<file path="src/design/phpd_pkg.sv">
`timescale 1ns / 1ps

package phpd_pkg;

	// Sample and result field widths.
	localparam int SAMPLE_BITS = 14;
	localparam int AMP_BITS    = 18;
	localparam int INDEX_BITS  = 8;
	localparam int SEP_BITS    = 8;

	// Default trace geometry.
	localparam int PREGATE_DEF            = 25;
	localparam int NEIGHBOUR_DISTANCE_DEF = 6;
	localparam int MAX_SAMPLES_DEF        = 256;

	// Configuration register map.
	localparam int CFG_INDEX_BITS = 1;
	localparam int CFG_DATA_BITS  = 14;

	typedef enum logic [CFG_INDEX_BITS-1:0] {
		REG_VALLEY_DEPTH   = 1'b0,
		REG_MIN_SEPARATION = 1'b1
	} cfg_reg_t;

	localparam logic [SAMPLE_BITS-1:0] VALLEY_DEPTH_RST   = 14'd50;
	localparam logic [SEP_BITS-1:0]    MIN_SEPARATION_RST = 8'd30;

endpackage

</file>
<file path="src/design/pulse_height_pileup_detector_core.sv">
`timescale 1ns / 1ps

// Pulse height and pileup detector for digitizer traces.
// Input channel: one sample per item (sample, last_sample), handshake in_valid /
// in_stall. Output channel: one result per trace (amplitude, min_index, pileup),
// handshake out_valid / out_stall. An item moves when valid is high and stall low.
// Throughput: one sample per clock while in_stall is low. The per-trace state
// (baseline sum, minimum, valley tracker, sample delay line) is updated from the
// registered sample, so the accumulator loop sets the one-sample-per-cycle rate.
// A last sample moves from the input register through the trace close stage,
// the reciprocal multiply stage, then subtract and saturate into the output
// register, where it raises out_valid.
// Each result stage only waits when the stage after it is full, so samples
// keep flowing while a finished result is held by out_stall; in_stall rises
// only when a last sample finds the result pipeline full.
// The user writes configuration (cfg_we, cfg_index, cfg_data) between traces
// while idle; the block does not enforce this. Reset restores valley_depth = 50,
// min_separation = 30, empties every stage and starts a new trace.
module pulse_height_pileup_detector_core
	import phpd_pkg::*;
#(
	parameter int PREGATE            = PREGATE_DEF,
	parameter int NEIGHBOUR_DISTANCE = NEIGHBOUR_DISTANCE_DEF,
	parameter int MAX_SAMPLES        = MAX_SAMPLES_DEF
) (
	input  logic                      clk,
	input  logic                      arst_n,
	input  logic                      in_valid,
	output logic                      in_stall,
	input  logic [SAMPLE_BITS-1:0]    sample,
	input  logic                      last_sample,
	output logic                      out_valid,
	input  logic                      out_stall,
	output logic [AMP_BITS-1:0]       amplitude,
	output logic [INDEX_BITS-1:0]     min_index,
	output logic                      pileup,
	input  logic                      cfg_we,
	input  logic [CFG_INDEX_BITS-1:0] cfg_index,
	input  logic [CFG_DATA_BITS-1:0]  cfg_data
);

	localparam int WIN_LEN = 2 * NEIGHBOUR_DISTANCE;
	localparam int CW      = $clog2(MAX_SAMPLES + 1);
	localparam int PW      = $clog2(MAX_SAMPLES);
	localparam int DW      = (PW > SEP_BITS) ? PW : SEP_BITS;
	localparam int BW      = SAMPLE_BITS + $clog2(PREGATE);
	localparam int XW      = BW + 4;
	localparam int DIV_SHIFT = XW + $clog2(PREGATE);
	localparam int MW      = XW + 1;
	localparam int PRW     = XW + MW;
	localparam int QW      = PRW - DIV_SHIFT;
	localparam int MINW    = SAMPLE_BITS + 4;
	localparam int EW      = (QW > MINW) ? QW : MINW;
	localparam logic [MW-1:0] RECIP =
		MW'(((64'd1 << DIV_SHIFT) + 64'(PREGATE) - 64'd1) / 64'(PREGATE));
	localparam logic [EW-1:0] AMP_SAT = EW'((64'd1 << AMP_BITS) - 64'd1);

	// Configuration registers
	logic [SAMPLE_BITS-1:0] valley_depth_q;
	logic [SEP_BITS-1:0]    min_separation_q;

	always_ff @(posedge clk or negedge arst_n) begin
		if (!arst_n) begin
			valley_depth_q   <= VALLEY_DEPTH_RST;
			min_separation_q <= MIN_SEPARATION_RST;
		end else if (cfg_we) begin
			unique case (cfg_reg_t'(cfg_index))
				REG_VALLEY_DEPTH:   valley_depth_q   <= cfg_data[SAMPLE_BITS-1:0];
				REG_MIN_SEPARATION: min_separation_q <= cfg_data[SEP_BITS-1:0];
				default: ;
			endcase
		end
	end

	// Flow control
	logic valid_s1, last_s1, valid_s2, valid_s3, out_valid_q;
	logic [SAMPLE_BITS-1:0] sample_s1;
	logic free_o, free_s3, free_s2, adv_s1, load_s1;

	assign free_o   = !out_valid_q || !out_stall;
	assign free_s3  = !valid_s3 || free_o;
	assign free_s2  = !valid_s2 || free_s3;
	assign adv_s1   = valid_s1 && (!last_s1 || free_s2);
	assign load_s1  = !valid_s1 || adv_s1;
	assign in_stall = !load_s1;

	always_ff @(posedge clk or negedge arst_n) begin
		if (!arst_n) begin
			valid_s1 <= 1'b0;
		end else if (load_s1) begin
			valid_s1 <= in_valid;
		end
	end

	always_ff @(posedge clk) begin
		if (load_s1 && in_valid) begin
			sample_s1 <= sample;
			last_s1   <= last_sample;
		end
	end

	// Per-trace state
	logic [BW-1:0]          base_q;
	logic [SAMPLE_BITS-1:0] min_q;
	logic [PW-1:0]          min_pos_q;
	logic [CW-1:0]          cnt_q;
	logic [SAMPLE_BITS-1:0] win_q [WIN_LEN];
	logic [PW-1:0]          last_valley_q;
	logic                   valley_seen_q;
	logic                   pileup_q;

	logic                   active;
	logic [PW-1:0]          pos;
	logic [PW-1:0]          cpos;
	logic [SAMPLE_BITS:0]   floor_lvl;
	logic                   is_valley;
	logic [BW-1:0]          base_nx;
	logic [SAMPLE_BITS-1:0] min_nx;
	logic [PW-1:0]          min_pos_nx;
	logic                   pileup_nx;

	always_comb begin
		active     = cnt_q < CW'(MAX_SAMPLES);
		pos        = cnt_q[PW-1:0];
		cpos       = pos - PW'(NEIGHBOUR_DISTANCE);
		floor_lvl  = {1'b0, win_q[NEIGHBOUR_DISTANCE-1]} + {1'b0, valley_depth_q};
		// Both neighbours must sit above the centre by more than the depth.
		is_valley  = active && (cnt_q >= CW'(WIN_LEN)) && !pileup_q
			&& ({1'b0, win_q[WIN_LEN-1]} > floor_lvl)
			&& ({1'b0, sample_s1} > floor_lvl);
		base_nx    = base_q;
		min_nx     = min_q;
		min_pos_nx = min_pos_q;
		pileup_nx  = pileup_q;
		if (active && (int'(cnt_q) < PREGATE)) begin
			base_nx = base_q + BW'(sample_s1);
		end
		if (active && (sample_s1 < min_q)) begin
			min_nx     = sample_s1;
			min_pos_nx = pos;
		end
		if (is_valley && valley_seen_q
				&& (DW'(cpos - last_valley_q) > DW'(min_separation_q))) begin
			pileup_nx = 1'b1;
		end
	end

	always_ff @(posedge clk or negedge arst_n) begin
		if (!arst_n) begin
			base_q        <= '0;
			min_q         <= '1;
			min_pos_q     <= '0;
			cnt_q         <= '0;
			last_valley_q <= '0;
			valley_seen_q <= 1'b0;
			pileup_q      <= 1'b0;
		end else if (adv_s1) begin
			if (last_s1) begin
				base_q        <= '0;
				min_q         <= '1;
				min_pos_q     <= '0;
				cnt_q         <= '0;
				last_valley_q <= '0;
				valley_seen_q <= 1'b0;
				pileup_q      <= 1'b0;
			end else if (active) begin
				base_q    <= base_nx;
				min_q     <= min_nx;
				min_pos_q <= min_pos_nx;
				cnt_q     <= cnt_q + 1'b1;
				pileup_q  <= pileup_nx;
				if (is_valley) begin
					last_valley_q <= cpos;
					valley_seen_q <= 1'b1;
				end
			end
		end
	end

	// Delay line of the last 2*D samples; entries are only read once full.
	always_ff @(posedge clk) begin
		if (adv_s1 && active) begin
			win_q[0] <= sample_s1;
			for (int k = 1; k < WIN_LEN; k++) begin
				win_q[k] <= win_q[k-1];
			end
		end
	end

	// Trace close stage
	logic [BW-1:0]          base_s2;
	logic [SAMPLE_BITS-1:0] min_s2;
	logic [INDEX_BITS-1:0]  idx_s2;
	logic                   pileup_s2;

	always_ff @(posedge clk or negedge arst_n) begin
		if (!arst_n) begin
			valid_s2 <= 1'b0;
		end else if (free_s2) begin
			valid_s2 <= adv_s1 && last_s1;
		end
	end

	always_ff @(posedge clk) begin
		if (free_s2 && adv_s1 && last_s1) begin
			base_s2   <= base_nx;
			min_s2    <= min_nx;
			idx_s2    <= INDEX_BITS'(min_pos_nx);
			pileup_s2 <= pileup_nx;
		end
	end

	// Division by PREGATE as a multiply by a rounded-up reciprocal, exact for XW bits.
	logic [PRW-1:0]         prod_s3;
	logic [SAMPLE_BITS-1:0] min_s3;
	logic [INDEX_BITS-1:0]  idx_s3;
	logic                   pileup_s3;

	always_ff @(posedge clk or negedge arst_n) begin
		if (!arst_n) begin
			valid_s3 <= 1'b0;
		end else if (free_s3) begin
			valid_s3 <= valid_s2;
		end
	end

	always_ff @(posedge clk) begin
		if (free_s3 && valid_s2) begin
			prod_s3   <= PRW'({base_s2, 4'b0000}) * PRW'(RECIP);
			min_s3    <= min_s2;
			idx_s3    <= idx_s2;
			pileup_s3 <= pileup_s2;
		end
	end

	// Subtract the minimum, clamp at zero and saturate.
	logic [EW-1:0] avg16, min16, amp_raw;
	logic [AMP_BITS-1:0]   amplitude_q;
	logic [INDEX_BITS-1:0] min_index_q;
	logic                  pileup_res_q;

	always_comb begin
		avg16   = EW'(prod_s3[PRW-1:DIV_SHIFT]);
		min16   = EW'({min_s3, 4'b0000});
		amp_raw = (avg16 > min16) ? (avg16 - min16) : '0;
		if (amp_raw > AMP_SAT) begin
			amp_raw = AMP_SAT;
		end
	end

	always_ff @(posedge clk or negedge arst_n) begin
		if (!arst_n) begin
			out_valid_q <= 1'b0;
		end else if (free_o) begin
			out_valid_q <= valid_s3;
		end
	end

	always_ff @(posedge clk) begin
		if (free_o && valid_s3) begin
			amplitude_q  <= amp_raw[AMP_BITS-1:0];
			min_index_q  <= idx_s3;
			pileup_res_q <= pileup_s3;
		end
	end

	assign out_valid = out_valid_q;
	assign amplitude = amplitude_q;
	assign min_index = min_index_q;
	assign pileup    = pileup_res_q;

	// A closed trace always starts the next one from position zero.
	a_close_clears: assert property (@(posedge clk) disable iff (!arst_n)
		adv_s1 && last_s1 |=> cnt_q == '0)
		else $error("sample count not cleared after trace close");

	// The position counter never runs past the trace limit.
	a_count_bound: assert property (@(posedge clk) disable iff (!arst_n)
		cnt_q <= CW'(MAX_SAMPLES))
		else $error("sample count above limit");

	// Back-pressure only comes from a held last sample facing a full result path.
	a_stall_cause: assert property (@(posedge clk) disable iff (!arst_n)
		in_stall |-> valid_s1 && last_s1 && valid_s2 && valid_s3 && out_valid_q && out_stall)
		else $error("input stalled without a full result pipeline");

	// Pileup latches for the rest of a trace once set.
	a_pileup_sticky: assert property (@(posedge clk) disable iff (!arst_n)
		pileup_q && !(adv_s1 && last_s1) |=> pileup_q)
		else $error("pileup flag dropped within a trace");

endmodule

</file>
<file path="config.mk">
export PLATFORM = sky130hd
export DESIGN_NAME = pulse_height_pileup_detector_core
export DESIGN_NICKNAME = d
export VERILOG_FILES = /design/src/design/phpd_pkg.sv /design/src/design/pulse_height_pileup_detector_core.sv
export SDC_FILE = /design/constraint.sdc
export NUM_CORES = 1
export LEC_CHECK = 0
export BUFFER_PORTS_ARGS = -buffer_cell sky130_fd_sc_hd__buf_2
export CORE_MARGIN = 4
export CORE_UTILIZATION = 46
export DETAILED_ROUTE_END_ITERATION = 10
export PLACE_DENSITY_LB_ADDON = 0.1
export SLEW_MARGIN = 20
export SYNTH_ARGS = -nofsm -noshare
export SYNTH_HDL_FRONTEND = slang
export SYNTH_SLANG_ARGS = --single-unit
</file>
<file path="constraint.sdc">
create_clock -name clk -period 12.4 [get_ports clk]
set_clock_uncertainty 0.1 [all_clocks]
set_input_delay 2.48 -clock clk [delete_from_list [all_inputs] [get_ports clk]]
set_output_delay 2.48 -clock clk [all_outputs]
set_load 0.05 [all_outputs]
</file>
==> results.md, run 1 <==
* Outcome: completed
* 1st-pass router iterations at 5
* Post-DR wirelength/cell at 19.1 microns
* Reg area at around 0.011 sq mm
* CTS root buf: clkbuf_16
* Max-capacitance violation count at 0
* Slowest stage cell, crit path: edfxtp_1
* Yosys cell types at 70
* Synth-to-Final Area Change at 10.9%
* Min-delay src: min_s2[6]
* Worst Max-Slew Pin Slew at 1.04 ns
* Met3 GRT Util at under 10%
* Post-route setup TNS at 0 ns
* CTS Buf Count at 42
* CP Data Required Time at roughly 13 ns
* Post-CTS Hold Buffers at 0
* Asr flop ratio synth at 22.6%
* Post-Syn Area at roughly 0.024 sq mm
* # DRC at 0
* Post-CTS sizing at 0
* FF+latch count, synth at 380
* Clock tree buffer depth at 3
* GPL Wtd Cong at between 0.9 and 1
* RSZ-0062 raised after global routing: false
* HP Class: reg2reg
* Critical Path AT at 6.75 ns
* Htree depth at 2
* RR Startpoint: base_s2[8]
* Post-Syn Nets at between 2000 and 2500
* DIE WIDTH at ~230 microns
* Met2 usage at between 20% and 30%
* Antenna violations before repair at 0
* Critical path's largest stage delay at 0.61 ns
* Most common cell after layout, fill and taps aside: inv_1
* Fraction of layout cells with a size suffix above 1 at 11.6%
* Setup violators final at 0
* CP startpoint kind: register
* Max-slew violation count at 0
* Most frequent cells in the layout: 353 x inv_1, 294 x edfxtp_1, 291 x ha_1
* Relative slew slack at between 30% and 40%
* Register area share after synthesis at around 47%
* R2R Setup Slk at about 5.8 ns
* ANT nets after route at 0
* F_max at around 150 MHz
* Hold Path Stages at 0
* CORE AREA at between 0.05 and 0.06 sq mm
* R2R Path End: prod_s3[44]
* NumNets Final at about 2400
* Gr usage total at a little under a fifth
* Layer carrying the most global-route usage: met2
* Num Clock Sinks at 380
* Pin count of the biggest net entering global routing at around 110
* Placed wire-length estimate at just under 40 mm
* Post-CTS setup buffers at 0
* Fin crit share at a little over half
* CP cell instances: inv_1 > fa_1 > fa_1 > fa_1 > inv_1 > fa_1 > fa_1 > inv_1 > fa_1 > inv_1 > ha_1 > a21o_1 > a21o_1 > a21o_1 > a21oi_1 > o311ai_1 > o2111ai_1 > nand3b_1 > a21oi_1 > xnor2_1
* Vias post-DR at 13600
* Type of the worst setup path: reg2reg
* Endpoint class of the critical path: register
* Full die area at approximately 0.055 sq mm
* First-pass GRT wire length at 81.5 mm
* I/O Buffers at between 60 and 70
* Initial core utilization at 46.8%
* Total grt overflow at 0
* Detailed-route vias per instance at approximately 5
* Yosys warnings at 0
* Multi-input gate area at around 0.011 sq mm
* DRT iter0 DRCs at about 830
* Max FO, Critical Path at 8
* Worst Hold End: min_s3[6]
* Placement Setup Slack at between 5 and 6 ns
* R2R depth at 20
* Reg clk slew, reported paths at 0.06 ns
* Tmin final at approximately 6.6 ns
* Final hold vios at 0
* Fillcell total at 4418
* Synth Area per Inst at between 10 and 15 sq um
* Die Y at ~230 microns
* Prevailing post-synth register cell: edfxtp_1
* Most frequent cell on the critical path: fa_1
* Ant diodes at 0
* Crit-path leading delay family: adder cells
* Post-layout util at slightly above 50%
* Routed WL at around 51 mm
* Row count at 82
* Setup slack after layout at 5.84 ns
* Clk_lat worst skew at 0.57 ns
* Buf/Inv on CP at 4
* Number of global-route vias before repair at around 14000
* Met1 Use GR at ~28%
* Syn Inst Count at approximately 1900
* Post-synth EDFFs at 294
* IO Pins at 64
* CTS tree: yes
## registers in the layout, summed over array words and instances, names as in the netlist, 9 cells and up
name            flops
sample_s1          14
min_s3             14
cnt_q               9
base_s2            19
valley_depth_q     14
min_q              14
amplitude          18
base_q             19
win_q             168
prod_s3            19
min_s2             14
## through the flow
step	cells	cell area (sq um)	hold WS, ns
after CTS	2654	26200	0.313
after detailed placement	2576	24800	0.305
after global routing	2654	26200	0.321
final	2654	26200	0.312
after global placement	2576	24800	0.301
after floorplan	1851	23600	0.300
## per-layer routing
metal  vias up  share of wire (%)
met2       250                 45
li1       6589                  -
met4         0                2.1
met3        68                4.0
met5         -                  0
met1      6703                 49
## cells by family (layout without fill, tap and decap cells)
logic type / count (synthesis) / count (layout) / share of synthesized area [%]
AOI/OAI and AO/OA: 277 / 277 / 8.10
xor gates and xnor gates: 72 / 72 / 2.75
adders and majority gates: 448 / 448 / 28.7
buffers and inverters: 377 / 508 / 6.06
DFF: 380 / 380 / 46.6
muxes: 61 / 61 / 2.84
and+or+nand+nor: 236 / 236 / 4.93
## Yosys cell counts, types with 8 or more instances
| cell type | count | area share, % |
|---|---|---|
| xnor2_1 | 45 | 1.7 |
| mux2i_1 | 12 | 0.51 |
| xor2_1 | 26 | 0.96 |
| o211ai_1 | 8 | 0.25 |
| mux2_2 | 49 | 2.3 |
| nand2b_1 | 13 | 0.34 |
| clkbuf_1 | 15 | 0.24 |
| a21oi_1 | 64 | 1.4 |
| nor2_1 | 74 | 1.2 |
| nand2_1 | 41 | 0.65 |
| a32o_1 | 14 | 0.59 |
| ha_1 | 291 | 15 |
| o21ai_0 | 47 | 1.0 |
| dfrtp_1 | 65 | 6.9 |
| a21o_1 | 41 | 1.3 |
| nor3_1 | 10 | 0.21 |
| nand4_1 | 18 | 0.48 |
| a22o_1 | 15 | 0.56 |
| o21bai_1 | 11 | 0.35 |
| o21a_1 | 29 | 0.92 |
| edfxtp_1 | 294 | 37 |
| nor2b_1 | 16 | 0.42 |
| dfstp_2 | 21 | 2.3 |
| inv_1 | 355 | 5.6 |
| fa_1 | 157 | 13 |
| nand3_1 | 24 | 0.51 |
## worst max path at each step
stage,to,start,depth (start not counted),slack (ns)
floorplan,min_pos_q[0],out_stall,7,4.46
global placement,prod_s3[40],base_s2[2],19,5.86
detailed placement,prod_s3[37],base_s2[2],19,5.83
CTS,prod_s3[37],base_s2[2],19,5.77
global route,prod_s3[44],base_s2[2],19,5.47
finish,prod_s3[44],base_s2[8],20,5.84
## final cells by class
cell class / instances / area share [%]
flip-flops and latches: 380 / 42.0
repair buffers: 75 / 1.56
clock buffers: 53 / 4.32
clock inverters: 25 / 1.08
inverters: 355 / 5.10
multi-input cells: 1094 / 42.7
well taps: 672 / 3.21
Power of run 1 is left out: the tool's default activity adds up to more than one toggle a clock period on the data nets, which glitch-free logic cannot reach.
==> run 2, diff against run 1 <==
- ABC_AREA: default -> 1
- clock period: 12.4 -> 5.91 ns (I/O delays scaled with it)
==> run 2 against run 1 <==
Effect of this change: core utilization is 0.088 points higher; clock-buffer cell count up 7; maximum frequency up 13%; worst setup slack lost 5.7 ns; synthesized area up 6.1%; die area up 5.9%; routed wire length grew 22%; register-to-register slack got worse by 5.7 ns; largest cell class unchanged; sequential share of layout area is 2.7 points lower; critical path type unchanged.
==> results.md, run 2 <==
* Outcome: completed
* Asr flop ratio synth at 22.6% (unchanged)
* Post-Syn Area at 0.0251 sq mm (+6.1%)
* Register area share after synthesis at 43.9% (-2.7 points)
* Multi-input gate area at 0.0122 sq mm (+8.7%)
* Slowest stage cell, crit path: fa_1
* Max-slew violation count at 0 (unchanged)
* 1st-pass router iterations at 5 (unchanged)
* F_max at 173 MHz (+13%)
* Total grt overflow at 0 (unchanged)
* Largest cells by area after synthesis: edfxtp_1 35%, ha_1 15%, fa_1 13%
* Syn Inst Count at 2410 (+30%)
* Reg area at 0.0110 sq mm (unchanged)
* Clock tree buffer depth at 3 (unchanged)
* First-pass GRT wire length at 95.7 mm (+18%)
* Max-capacitance violation count at 0 (unchanged)
* Critical path's largest stage delay at 0.57 ns (-0.04 ns)
* Finished Cell Area at 0.0280 sq mm (+7.0%)
* CTS Buf Count at 42 (unchanged)
* Initial core utilization at 46.5% (-0.31 points)
* ANT nets after route at 0 (unchanged)
* CTS tree: yes
* Critical Path AT at 6.00 ns (-0.75 ns)
* Max FO, Critical Path at 4 (-4)
* RSZ-0062 raised after global routing: true
* NumNets Final at 3039 (+25%)
* Htree depth at 2 (unchanged)
* Dpl cell area at 0.0264 sq mm (+6.7%)
* Post-synth EDFFs at 294 (unchanged)
* Top cell type by total area after synthesis: edfxtp_1
* CP cell instances: buf_4 > buf_4 > ha_1 > inv_1 > fa_1 > fa_1 > inv_1 > fa_1 > fa_1 > ha_1 > ha_1 > nand2_1 > nor2_1 > inv_1 > nor2_1 > and3_1 > nand3_1 > nand4_1 > nand2_1
* Worst Max-Slew Pin Slew at 0.812 ns (-0.224 ns)
* Final hold vios at 0 (unchanged)
* IO Pins at 64 (unchanged)
* Placed wire-length estimate at 50.2 mm (+29%)
* Fillcell total at 4852 (+9.8%)
* Post-Syn Nets at 2893 (+24%)
* Most flops, register: win_q
* CTS root buf: clkbuf_16
* Type of the worst setup path: reg2reg
* DIE WIDTH at 241 microns (+2.9%)
* CP Data Required Time at 6.12 ns (-6.47 ns)
* Share of the synthesized area in the top cell type at 35.2% (-2.2 points)
* Vias post-DR at 16400 (+21%)
* Buf/Inv on CP at 5 (+1)
* Row count at 85 (+3.7%)
* DRT iter0 DRCs at 963 (+17%)
* Detailed-route vias per instance at 5.01 (-2.4%)
* Most frequent cell after synthesis: inv_1
* Post-DR wirelength/cell at 18.8 microns (-1.2%)
* CORE AREA at 0.0539 sq mm (+6.8%)
* Antenna violations before repair at 0 (unchanged)
* Number of global-route vias before repair at 16700 (+16%)
* Full die area at 0.0583 sq mm (+5.9%)
* Gr usage total at 21.6% (+3.0 points)
* Synth Area per Inst at 10.4 sq um (-19%)
* Most frequent cell on the critical path: fa_1
* Die Y at 241 microns (+2.9%)
* I/O Buffers at 63 (unchanged)
* Pin count of the biggest net entering global routing at 58 (-46%)
* Largest register FFs at 168 (unchanged)
* Most common cell after layout, fill and taps aside: inv_1
* Fin crit share at 98.0% (+45 points)
* CP startpoint kind: register
* HP Class: reg2reg
* Yosys warnings at 0 (unchanged)
* FF+latch count, synth at 380 (unchanged)
* Yosys cell types at 56 (-20%)
* Post-route setup TNS at 0 ns (unchanged)
* Prevailing post-synth register cell: edfxtp_1
* Synth-to-Final Area Change at 11.9%
* Fraction of layout cells with a size suffix above 1 at 10.9% (-0.71 points)
* Endpoint class of the critical path: register
* Clk_lat worst skew at 0.57 ns (about the same)
* Most frequent cells in the layout: 499 x inv_1, 386 x nand2_1, 294 x edfxtp_1
* Post-CTS Hold Buffers at 0 (unchanged)
* Reg clk slew, reported paths at 0.06 ns (about the same)
* Setup violators final at 0 (unchanged)
* Most frequent cells after synthesis: 501 x inv_1, 388 x nand2_1, 294 x edfxtp_1
* GPL Wtd Cong at 0.942 (+4.2%)
* Routed WL at 61.9 mm (+22%)
* Num Clock Sinks at 380 (unchanged)
* Relative slew slack at 45.8% (+15 points)
* Crit-path leading delay family: adder cells
* Ant diodes at 0 (unchanged)
* Tmin final at 5.79 ns (-0.770 ns)
* # DRC at 0 (unchanged)
==> run 2: cell count changes after synthesis, sizes merged, moves of 14 or more <==
cell	previous run	this run
a21o	41	18
a21oi	67	127
a32o	14	0
inv	355	505
mux2	49	6
nand2	41	409
nand3	24	67
nor2	74	119
nor2b	16	0
nor3	10	25
o21a	29	7
o21ai	50	123
xnor2	45	21
xor2	27	43
==> run 2: repair_timing <==
action / in CTS / in global routing
buffers inserted: 6 / 19
endpoints found under the setup margin: 5 / 16
pin swaps: 1 / 8
resized for setup: 6 / 24
==> run 2: cell families after synthesis <==
family	Yosys count	synth area share, %
adder cells (fa/ha/maj)	448	27.1
multiplexers	6	0.270
buffers and inverters	528	8.01
flip-flops	380	43.9
XOR/XNOR	64	2.27
AND/OR/NAND/NOR	665	11.3
AO/OA/AOI/OAI	319	7.15
==> run 2: through the flow <==
step	setup slack, ns	hold WS (ns)	utilization [%]	std cells
2_1_floorplan	0.588	0.300	-	2410
3_3_place_gp	-0.141	0.300	49.0	3182
3_5_place_dp	-0.180	0.305	49.0	3182
4_1_cts	0.000712	0.316	51.5	3265
5_1_grt	-0.0202	0.319	52.0	3285
6_report	0.119	0.313	52.0	3285
==> run 2: layout make-up <==
cell class                      count  share of cell area, %
Timing Repair Buffer              124                   2.90
Tap cell                          696                   3.11
Multi-Input combinational cell   1502                   43.4
Sequential cell                   380                   39.3
Clock inverter                     17                  0.509
Inverter                          506                   6.79
Clock buffer                       60                   4.03
==> run 2: final timing paths <==
kind | start | to | slack (ns) | depth (start not counted)
setup reg to reg | base_s2[16] | prod_s3[43] | 0.12 | 19
setup / recovery | base_s2[16] | prod_s3[43] | 0.12 | 19
max in group asynchronous | arst_n | min_q[5] | 4.12 | 2
min in group asynchronous | arst_n | valid_s2 | 0.60 | 1
hold / removal | min_s2[8] | min_s3[8] | 0.31 | 0
hold reg to reg | min_s2[8] | min_s3[8] | 0.31 | 0
==> run 2: metal layers <==
layer  part of all wire, %  GRT usage (%)  up-vias
met5                     0              0        -
met4                   3.3           7.02        0
met3                   2.7           2.63       87
met2                    48           35.9      253
met1                    46           29.8     7948
li1                      -              -     8159
==> run 2: worst reg2reg max path, delay by kind of cell, from the launching register on <==
family	cells	cell delay, ns
simple gates	7	1.32
flops	1	0.46
buf+inv	5	0.56
fa+ha+maj	7	3.09
Power of run 2 is left out for the same reason.
